### src/rtl/sha_pkg.sv
package sha_pkg;

    typedef struct packed {
        logic [31:0] message_word;
        logic [2:0]  valid_bytes;
        logic        end_of_message;
    } t_in;

    typedef struct packed {
        logic [31:0] digest_word;
        logic [2:0]  word_index;
        logic        last_word;
    } t_out;

    // Control from the sequencer to the compression core
    typedef struct packed {
        logic        push;   // shift one word into the block buffer
        logic [31:0] word;
        logic        seal;   // this push completes the block: compress it
        logic        init;   // reload the initial hash values
    } t_core_ctl;

    typedef logic [7:0][31:0] t_hash;

    typedef enum logic [2:0] {
        S_IDLE,
        S_DATA,
        S_MARK,
        S_ZERO,
        S_LENHI,
        S_LENLO,
        S_COMP,
        S_OUT
    } t_state;

    typedef enum logic [1:0] {
        C_IDLE,
        C_ROUND,
        C_FOLD
    } t_core_state;

    localparam logic [3:0]  LEN_SLOT   = 4'd14;
    localparam logic [3:0]  LAST_SLOT  = 4'd15;
    localparam logic [2:0]  FULL_WORD  = 3'd4;
    localparam logic [2:0]  LAST_INDEX = 3'd7;
    localparam logic [5:0]  LAST_ROUND = 6'd63;
    localparam logic [31:0] PAD_WORD   = 32'h8000_0000;

    localparam t_hash INIT_HASH = {
        32'h5be0cd19, 32'h1f83d9ab, 32'h9b05688c, 32'h510e527f,
        32'ha54ff53a, 32'h3c6ef372, 32'hbb67ae85, 32'h6a09e667
    };

    localparam logic [31:0] ROUND_K [64] = '{
        32'h428a2f98, 32'h71374491, 32'hb5c0fbcf, 32'he9b5dba5,
        32'h3956c25b, 32'h59f111f1, 32'h923f82a4, 32'hab1c5ed5,
        32'hd807aa98, 32'h12835b01, 32'h243185be, 32'h550c7dc3,
        32'h72be5d74, 32'h80deb1fe, 32'h9bdc06a7, 32'hc19bf174,
        32'he49b69c1, 32'hefbe4786, 32'h0fc19dc6, 32'h240ca1cc,
        32'h2de92c6f, 32'h4a7484aa, 32'h5cb0a9dc, 32'h76f988da,
        32'h983e5152, 32'ha831c66d, 32'hb00327c8, 32'hbf597fc7,
        32'hc6e00bf3, 32'hd5a79147, 32'h06ca6351, 32'h14292967,
        32'h27b70a85, 32'h2e1b2138, 32'h4d2c6dfc, 32'h53380d13,
        32'h650a7354, 32'h766a0abb, 32'h81c2c92e, 32'h92722c85,
        32'ha2bfe8a1, 32'ha81a664b, 32'hc24b8b70, 32'hc76c51a3,
        32'hd192e819, 32'hd6990624, 32'hf40e3585, 32'h106aa070,
        32'h19a4c116, 32'h1e376c08, 32'h2748774c, 32'h34b0bcb5,
        32'h391c0cb3, 32'h4ed8aa4a, 32'h5b9cca4f, 32'h682e6ff3,
        32'h748f82ee, 32'h78a5636f, 32'h84c87814, 32'h8cc70208,
        32'h90befffa, 32'ha4506ceb, 32'hbef9a3f7, 32'hc67178f2
    };

    function automatic logic [31:0] big_s0(input logic [31:0] x);
        return {x[1:0], x[31:2]} ^ {x[12:0], x[31:13]} ^ {x[21:0], x[31:22]};
    endfunction

    function automatic logic [31:0] big_s1(input logic [31:0] x);
        return {x[5:0], x[31:6]} ^ {x[10:0], x[31:11]} ^ {x[24:0], x[31:25]};
    endfunction

    function automatic logic [31:0] small_s0(input logic [31:0] x);
        return {x[6:0], x[31:7]} ^ {x[17:0], x[31:18]} ^ {3'b000, x[31:3]};
    endfunction

    function automatic logic [31:0] small_s1(input logic [31:0] x);
        return {x[16:0], x[31:17]} ^ {x[18:0], x[31:19]} ^ {10'b0, x[31:10]};
    endfunction

endpackage

### src/rtl/sha_core.sv
module sha_core (
    input  logic               i_clk,
    input  logic               i_rst_n,
    input  sha_pkg::t_core_ctl i_ctl,
    output logic               o_busy,
    output sha_pkg::t_hash     o_hash
);
    import sha_pkg::*;

    t_core_state r_state, n_state;
    logic [5:0]  r_round, n_round;
    t_hash       r_h, n_h;
    logic [31:0] r_w [16];
    logic [31:0] r_v [8];
    logic [31:0] w_new, t1, t2;
    logic [31:0] ch, maj;

    // Next state
    always_comb begin
        n_state = r_state;
        case (r_state)
            C_IDLE:  if (i_ctl.push && i_ctl.seal) n_state = C_ROUND;
            C_ROUND: if (r_round == LAST_ROUND) n_state = C_FOLD;
            C_FOLD:  n_state = C_IDLE;
            default: n_state = C_IDLE;
        endcase
    end

    // Round datapath: one SHA-256 round and one schedule step per cycle
    always_comb begin
        ch    = (r_v[4] & r_v[5]) ^ (~r_v[4] & r_v[6]);
        maj   = (r_v[0] & r_v[1]) ^ (r_v[0] & r_v[2]) ^ (r_v[1] & r_v[2]);
        t1    = r_v[7] + big_s1(r_v[4]) + ch + ROUND_K[r_round] + r_w[0];
        t2    = big_s0(r_v[0]) + maj;
        w_new = r_w[0] + small_s0(r_w[1]) + r_w[9] + small_s1(r_w[14]);
    end

    always_comb begin
        n_round = r_round;
        n_h     = r_h;
        case (r_state)
            C_IDLE: begin
                n_round = '0;
                if (i_ctl.init) n_h = INIT_HASH;
            end
            C_ROUND: n_round = r_round + 6'd1;
            C_FOLD: begin
                for (int i = 0; i < 8; i++) n_h[i] = r_h[i] + r_v[i];
            end
            default: n_round = '0;
        endcase
    end

    always_ff @(posedge i_clk) begin
        if (!i_rst_n) begin
            r_state <= C_IDLE;
            r_round <= '0;
            r_h     <= INIT_HASH;
        end else begin
            r_state <= n_state;
            r_round <= n_round;
            r_h     <= n_h;
        end
    end

    // Block buffer and working variables
    always_ff @(posedge i_clk) begin
        if (r_state == C_IDLE && i_ctl.push) begin
            for (int i = 0; i < 15; i++) r_w[i] <= r_w[i+1];
            r_w[15] <= i_ctl.word;
            if (i_ctl.seal) begin
                for (int i = 0; i < 8; i++) r_v[i] <= r_h[i];
            end
        end else if (r_state == C_ROUND) begin
            for (int i = 0; i < 15; i++) r_w[i] <= r_w[i+1];
            r_w[15] <= w_new;
            r_v[7] <= r_v[6];
            r_v[6] <= r_v[5];
            r_v[5] <= r_v[4];
            r_v[4] <= r_v[3] + t1;
            r_v[3] <= r_v[2];
            r_v[2] <= r_v[1];
            r_v[1] <= r_v[0];
            r_v[0] <= t1 + t2;
        end
    end

    assign o_busy = (r_state != C_IDLE);
    assign o_hash = r_h;

endmodule

### src/rtl/sha256_message_hasher_unit.sv
// SHA-256 message hasher.
// Input channel: present a word on i_in with start high; the word is taken at
// the rising edge where start is high and busy is low. Words are big-endian,
// first byte in bits 31..24; valid_bytes (0..4, larger values count as 4) matters
// only on the word flagged end_of_message, which may be partial or empty.
// Result channel: o_res_valid marks each digest word for exactly one cycle;
// eight words follow back to back, word_index 0 first, last_word on index 7.
// The receiver cannot stall; each word is gone after its cycle.
// Flow: a non-final word that does not fill the 16-word block is taken with
// busy staying low. The word that fills a block holds busy for 64 rounds of
// the shared round unit, one per cycle, then a step to fold the working
// variables into the chaining value, and a step to hand control back to the
// sequencer.
// A final word costs padding pushes (one per cycle up to the length slot, paused
// by compression), one or two compressions, then the eight digest words, after
// which the chaining value, fill and byte count return to their initial values.
// Reset (synchronous, active low) restores the initial hash values and clears
// the fill and byte counters; the block buffer is not cleared.
module sha256_message_hasher_unit (
    input  logic          i_clk,
    input  logic          i_rst_n,
    input  logic          start,
    output logic          busy,
    input  sha_pkg::t_in  i_in,
    output logic          o_res_valid,
    output sha_pkg::t_out o_res
);
    import sha_pkg::*;

    t_state      r_state, n_state;
    t_state      r_ret, n_ret;
    logic [3:0]  r_fill, n_fill;
    logic [60:0] r_bytes, n_bytes;
    logic [2:0]  r_idx, n_idx;
    logic [31:0] r_word, n_word;
    logic [2:0]  r_nb, n_nb;

    t_core_ctl   core_ctl;
    logic        core_busy;
    t_hash       core_hash;
    t_state      follow;
    logic        accept;
    logic [2:0]  nb_sat;
    logic [4:0]  sh;
    logic [31:0] tail_word;

    assign accept = start && (r_state == S_IDLE);
    assign nb_sat = (i_in.valid_bytes > FULL_WORD) ? FULL_WORD : i_in.valid_bytes;

    // Final partial word: keep the valid high bytes, drop in the pad byte after them
    assign sh        = {r_nb[1:0], 3'b000};
    assign tail_word = (r_word & ~(32'hffff_ffff >> sh)) | (PAD_WORD >> sh);

    // Next state: any push that completes a block detours through compression
    always_comb begin
        follow = r_state;
        case (r_state)
            S_IDLE:  follow = (accept && i_in.end_of_message) ? S_DATA : S_IDLE;
            S_DATA:  follow = (r_nb == FULL_WORD) ? S_MARK : S_ZERO;
            S_MARK:  follow = S_ZERO;
            S_ZERO:  follow = (r_fill == LEN_SLOT) ? S_LENHI : S_ZERO;
            S_LENHI: follow = S_LENLO;
            S_LENLO: follow = S_OUT;
            S_COMP:  follow = core_busy ? S_COMP : r_ret;
            S_OUT:   follow = (r_idx == LAST_INDEX) ? S_IDLE : S_OUT;
            default: follow = S_IDLE;
        endcase
        n_ret = r_ret;
        if (core_ctl.push && core_ctl.seal) begin
            n_state = S_COMP;
            n_ret   = follow;
        end else begin
            n_state = follow;
        end
    end

    // Outputs and datapath
    always_comb begin
        core_ctl = '0;
        n_fill   = r_fill;
        n_bytes  = r_bytes;
        n_idx    = r_idx;
        n_word   = r_word;
        n_nb     = r_nb;
        case (r_state)
            S_IDLE: begin
                n_idx = '0;
                if (accept) begin
                    if (i_in.end_of_message) begin
                        n_word  = i_in.message_word;
                        n_nb    = nb_sat;
                        n_bytes = r_bytes + 61'(nb_sat);
                    end else begin
                        core_ctl.push = 1'b1;
                        core_ctl.word = i_in.message_word;
                        n_bytes       = r_bytes + 61'(FULL_WORD);
                    end
                end
            end
            S_DATA: begin
                core_ctl.push = 1'b1;
                core_ctl.word = (r_nb == FULL_WORD) ? r_word : tail_word;
            end
            S_MARK: begin
                core_ctl.push = 1'b1;
                core_ctl.word = PAD_WORD;
            end
            S_ZERO: begin
                core_ctl.push = (r_fill != LEN_SLOT);
                core_ctl.word = '0;
            end
            S_LENHI: begin
                core_ctl.push = 1'b1;
                core_ctl.word = r_bytes[60:29];
            end
            S_LENLO: begin
                core_ctl.push = 1'b1;
                core_ctl.word = {r_bytes[28:0], 3'b000};
            end
            S_COMP: core_ctl = '0;
            S_OUT: begin
                n_idx = r_idx + 3'd1;
                if (r_idx == LAST_INDEX) begin
                    core_ctl.init = 1'b1;
                    n_bytes       = '0;
                end
            end
            default: core_ctl = '0;
        endcase
        core_ctl.seal = core_ctl.push && (r_fill == LAST_SLOT);
        if (core_ctl.push) n_fill = r_fill + 4'd1;
    end

    always_ff @(posedge i_clk) begin
        if (!i_rst_n) begin
            r_state <= S_IDLE;
            r_ret   <= S_IDLE;
            r_fill  <= '0;
            r_bytes <= '0;
            r_idx   <= '0;
        end else begin
            r_state <= n_state;
            r_ret   <= n_ret;
            r_fill  <= n_fill;
            r_bytes <= n_bytes;
            r_idx   <= n_idx;
        end
    end

    // Hold the final word until padding has consumed it
    always_ff @(posedge i_clk) begin
        r_word <= n_word;
        r_nb   <= n_nb;
    end

    sha_core u_core (
        .i_clk   (i_clk),
        .i_rst_n (i_rst_n),
        .i_ctl   (core_ctl),
        .o_busy  (core_busy),
        .o_hash  (core_hash)
    );

    assign busy                = (r_state != S_IDLE);
    assign o_res_valid         = (r_state == S_OUT);
    assign o_res.digest_word   = core_hash[r_idx];
    assign o_res.word_index    = r_idx;
    assign o_res.last_word     = (r_idx == LAST_INDEX);

endmodule

### config.mk
export PLATFORM = sky130hd
export DESIGN_NAME = sha256_message_hasher_unit
export DESIGN_NICKNAME = d
export VERILOG_FILES = /design/src/rtl/sha_pkg.sv /design/src/rtl/sha_core.sv /design/src/rtl/sha256_message_hasher_unit.sv
export SDC_FILE = /design/constraint.sdc
export NUM_CORES = 2
export LEC_CHECK = 0
export BUFFER_PORTS_ARGS = -buffer_cell sky130_fd_sc_hd__buf_2
export CAP_MARGIN = 20
export CORE_UTILIZATION = 61
export CTS_BUF_LIST = sky130_fd_sc_hd__clkbuf_8 sky130_fd_sc_hd__clkbuf_16
export CTS_CLUSTER_SIZE = 24
export DETAILED_ROUTE_END_ITERATION = 16
export PLACE_DENSITY = 0.77
export RECOVER_POWER = 100
export SYNTH_ARGS = -nofsm -noshare
export SYNTH_HDL_FRONTEND = slang
export SYNTH_SLANG_ARGS = --single-unit
### constraint.sdc
create_clock -name i_clk -period 35.1 [get_ports i_clk]
set_input_delay 1.755 -clock i_clk [delete_from_list [all_inputs] [get_ports i_clk]]
set_output_delay 1.755 -clock i_clk [all_outputs]
set_load 0.01 [all_outputs]
# == Yosys cells after proc, flatten, opt, wreduce, memory -nomap -nowiden ==
# Memory sizes are Yosys's and may differ from the RTL's.
# Cells that the tools add are included.
# Widths: inputs -> output; s select.
# op_classes
n_addsub,23
magnitude_cmp,3
n_eq_ne,20
shift,2
mux,61
bitwise,46
reduce_logical,16
# ops
op,count
$mux 32,28
$add 32x32->32,18
$pmux 256 s2,1
$xor 32x32->32,9
$mux 256,1
$pmux 33 s6,1
$and 32x32->32,6
$mux 61,3
$pmux 61 s2,1
$bmux 32 s3,1
$mux 33,2
$not 32->32,2
$shr 32x5->32 const A,2
$add 61x3->61,1
$add 61x3->61 const B,1
$or 32x32->32,1
$xor 32x22->32,1
$xor 32x29->32,1
$or 1x1->1,24
$pmux 3 s8,1
$eq 3x3->1 const B,6
$mux 3,5
$mux 1,12
$pmux 6 s2,1
other kinds (28),42
# totals
ff_bits,373
ram_bits,768
romBits,2048
out_inout_bits,38
wordCells,192
mem_count,3
# memory_table
memory,depth,width,read_ports,rd_clocked_by_memory_dff,write_ports,line,rtl
(name not given),64,32,1,0,0,sha_core.sv:33,t1 = r_v[7] + big_s1(r_v[4]) + ch + ROUND_K[r_round] + r_w[0];
u_core.r_w,16,32,16,0,16,sha_core.sv:13,logic [31:0] r_w [16];
u_core.r_v,8,32,8,0,8,sha_core.sv:14,logic [31:0] r_v [8];

# == Logic depth before layout (Yosys ltp) ==
# depth
ltp_word,11
ltp_mapped,43
depth_no_buf,41

# == Cells and area by module ==
# From an unflattened synthesis, not the netlist that was laid out.
# unflattened
hier_cells,6932
hier_area_um2,70363.7
# modules_own_cells
module,instances,cells_each,area_per_inst_um2,seq_area_each_um2
sha_core,1,6189,62925.4,28347.2
sha256_message_hasher_unit,1,743,7438.4,2532.4

# == Least setup slack after synthesis ==
# OpenSTA, ideal clock, no wires.
# synth_timing
kind,input -> register
from,in start
to,mem u_core.r_v[0][0] (enable)
setup_ns,1.231
t_arrival_ns,21.305
required_ns,33.869
path_slack_ns,12.564
cell_stages,7
path_cell_list,or4b_4 -> nor2_1 -> a2bb2oi_1 -> nand2_1 -> clkbuf_1 -> clkbuf_1 -> o21ai_0
# synth_lines
item,line,rtl
start: declaration,sha256_message_hasher_unit.sv:22,"input logic start,"
end: declaration,sha_core.sv:14,

==> results by group <==
Yosys
  • Syn Inst Count: 6717
  • Netlist cell types: 94
  • Cell type contributing the most total cell area after synthesis: sky130_fd_sc_hd__edfxtp_1
  • Post-synthesis instance area: 69320 um^2
  • Synth warnings: 0
  • Count of flip-flops with a built-in enable after synthesis: 803
  • Register area share after synthesis: 0.4455
  • Average instance area after synthesis: 10.32 um^2
  • Async set-or-reset flop fraction in the synthesized netlist: 0
  • Cell types with the largest area share after synthesis: sky130_fd_sc_hd__edfxtp_1, sky130_fd_sc_hd__dfxtp_1, sky130_fd_sc_hd__ha_1, sky130_fd_sc_hd__fa_1, sky130_fd_sc_hd__nand2_1
  • Seq cells post-synth: 1141
  • Area share of the largest cell type after synthesis: 0.3479
  • Commonest register cell after synthesis: sky130_fd_sc_hd__edfxtp_1
  • Post-Synthesis Net Count: 7350

Cells and area
  • Synthesis-to-finish area growth: 7.520%
  • Post-route core utilization: 0.6616
  • Nets: 7285
  • Most common cell after layout, fill and taps aside: sky130_fd_sc_hd__nand2_1
  • Ratio of cells with drive above 1 in the final layout: 0.05953
  • Top library cells by usage in the layout, fill and taps aside: sky130_fd_sc_hd__nand2_1, sky130_fd_sc_hd__edfxtp_1, sky130_fd_sc_hd__a21oi_1

Timing
  • Worst setup skew after layout: 0.09343 ns
  • RSZ-0062 raised after global routing: no
  • Final number of setup-violating endpoints: 0
  • Part of the cycle the worst path needs: 0.3851
  • Fin. Hold Viols: 0
  • Number of max-slew violations in the final report: 1780
  • Final setup TNS: 0 ns
  • Max frequency: 73.98 MHz
  • Rel. slew slack: -5.245
  • Final worst slack: 21.58 ns
  • Shortest period the worst path allows: 13.52 ns
  • Worst slew pin tran: 9.367 ns

Route
  • Detail Route Antenna Nets: 0
  • DRC violation count after routing: 0
  • Met3 Wirelength: 24320 um
  • DR WL met2: 91420 um
  • DR iter-0 viols: 6621
  • Wirelength, routed: 210200 um
  • DR vias/cell: 6.430
  • M1 wire length: 86410 um
  • Routed wire length per instance: 25.47 um
  • Max layer used: met5
  • DR pass1 iterations: 6
  • DR vias: 53070

Die
  • Die Y-Extent: 339.1 um
  • Floorplan core area: 112700 um^2
  • Die Width: 339.1 um
  • FP Rows: 123
  • DIE AREA: 115000 um^2
  • Starting Density: 0.6153
  • Num ports: 77

Critical path
  • Category of the critical setup timing path: in -> reg
  • Worst endpoint data arrival time: 13.59 ns
  • Maximum net fanout on the critical path: 191
  • Worst endpoint required time: 35.18 ns
  • Endpoint class of the critical path: flip-flop
  • Crit path launch type: input port

GRT
  • Global-route usage over all layers: 0.3607
  • Total congestion overflow after global routing: 0
  • Via count of the first global-routing pass: 50130
  • Initial antenna violation count: 7
  • Wire length of the first global-routing pass: 314200 um
  • Pin count of the biggest net entering global routing: 192

CTS
  • # Post-CTS Setup Buffers: 0
  • Max H-tree Level: 3
  • Number of instances resized during post-cts repair: 0
  • Clk_lat worst skew: 0.78 ns
  • Number of buffers added to fix hold violations after cts: 0
  • Cell at the root of the clock tree: sky130_fd_sc_hd__clkbuf_16
  • Clk pin slew, worst setup/hold paths: 0.07 ns
  • Clock tree from TritonCTS: built
  • Total number of clock tree sinks: 1141
  • CTS Buf Count: 117
  • Max Root-Sink Buffers: 3

Run
  • Reported max-cap violation count: 30

Placed design
  • Placement-stage worst setup slack: 24.63 ns
  • Detail Placement HPWL: 151600 um
  • Routability congestion estimate: 1.016
  • Port Buf Inserts: 76

Pwr
  • Reported leakage power: 28.89 nW
  • Areal power density over the cells: 75.79 nW/um^2
  • Peak supply drop: 0.2208 mV

Status
  • Violated checks: capacitance limit, slew limit
  • Status: finished with violations

Worst hold path
  • Hold Crit Class: reg -> reg
==> sequential cells by signal (all words and copies together), names as in the netlist <==
signal          count
u_core.r_round      6
r_ret               3
r_state             3
r_idx               3
u_core.r_v        256
r_bytes            61
r_fill              4
u_core.r_state      2
r_nb                3
u_core.r_w        512
r_word             32
u_core.o_hash     256
==> worst max-delay path: stages <==
cell	delay (ns)
sky130_fd_sc_hd__buf_2	0.09
sky130_fd_sc_hd__or4b_1	0.50
sky130_fd_sc_hd__nor2_1	0.16
sky130_fd_sc_hd__a2bb2oi_1	0.57
sky130_fd_sc_hd__nand2_1	0.21
sky130_fd_sc_hd__nand2_1	0.49
sky130_fd_sc_hd__clkbuf_1	2.86
sky130_fd_sc_hd__clkbuf_1	6.75
==> report_power, final <==
| part | total [W] | switching (W) | internal [W] |
|---|---|---|---|
| sequential | 0.00185 | 0.000121 | 0.00172 |
| combinational | 0.00255 | 0.00160 | 0.000948 |
| clock | 0.00125 | 0.000560 | 0.000691 |
==> routing by layer <==
metal | track usage | up-vias
met5 | 0 | -
met4 | 0.1297 | 12
met3 | 0.09096 | 471
met2 | 0.5350 | 2878
met1 | 0.5133 | 25714
li1 | - | 23995
==> final cells by class <==
type	instances	area, um^2
Fill cell	8643	38120
Clock inverter	89	748.2
Sequential cell	1141	30890
Inverter	288	1081
Multi-Input combinational cell	4965	36110
Antenna cell	1	2.502
Clock buffer	131	3120
Timing Repair Buffer	139	700.7
Tap cell	1500	1877
==> logic make-up after synthesis <==
kind of cell    after synthesis  share of synthesized area
flops                      1141                     0.4455
simple gates               1932                     0.1241
xor+xnor                    621                    0.07846
buf+inv                     611                    0.03321
compound gates             1644                     0.1509
fa+ha+maj                   615                     0.1315
mux                         153                    0.03639
==> path summary, 6_finish.rpt <==
path | start | endpoint | slack, ns | depth (start not counted)
max reg2reg | r_state[0]$_SDFF_PP0_ | u_core.r_w[12][29]$_DFFE_PP_ | 21.94 | 7
min | u_core.r_w[6][10]$_DFFE_PP_ | u_core.r_w[5][10]$_DFFE_PP_ | 0.36 | 0
max | start | u_core.r_w[12][29]$_DFFE_PP_ | 21.58 | 8
min reg2reg | u_core.r_w[6][10]$_DFFE_PP_ | u_core.r_w[5][10]$_DFFE_PP_ | 0.36 | 0
==> cells in the mapped netlist (36+ instances only) <==
master                     count
sky130_fd_sc_hd__nand2_1    1022
sky130_fd_sc_hd__edfxtp_1    803
sky130_fd_sc_hd__a21oi_1     449
sky130_fd_sc_hd__xnor2_1     428
sky130_fd_sc_hd__ha_1        398
sky130_fd_sc_hd__o21ai_0     373
sky130_fd_sc_hd__dfxtp_1     338
sky130_fd_sc_hd__nor2_1      328
sky130_fd_sc_hd__clkbuf_1    285
sky130_fd_sc_hd__inv_1       285
sky130_fd_sc_hd__a21o_1      196
sky130_fd_sc_hd__fa_1        196
sky130_fd_sc_hd__xor2_1      193
sky130_fd_sc_hd__nor2b_1     125
sky130_fd_sc_hd__nand3_1      99
sky130_fd_sc_hd__o22ai_1      91
sky130_fd_sc_hd__a22oi_1      78
sky130_fd_sc_hd__nor3_1       76
sky130_fd_sc_hd__mux4_2       73
sky130_fd_sc_hd__mux2_2       62
sky130_fd_sc_hd__nand2b_1     57
sky130_fd_sc_hd__o21a_1       54
sky130_fd_sc_hd__and3_1       52
sky130_fd_sc_hd__o21bai_1     52
sky130_fd_sc_hd__a31oi_1      49
sky130_fd_sc_hd__or3_1        42
sky130_fd_sc_hd__buf_1        36
sky130_fd_sc_hd__nand4_1      36
==> per-stage QoR <==
stage | instance area, um^2 | hold slack (ns) | total power [W] | instances
4_1_cts | 74850 | 0.3588 | 0.005561 | 8251
2_1_floorplan | 69320 | 0.4003 | 0.003546 | 6717
3_3_place_gp | 70960 | 0.4004 | 0.004225 | 8030
5_1_grt | 74530 | 0.3935 | 0.005929 | 8253
6_report | 74530 | 0.3570 | 0.005649 | 8254
3_5_place_dp | 70980 | 0.4045 | 0.004278 | 8031
Note: power is estimated with default switching activity, not from simulation.
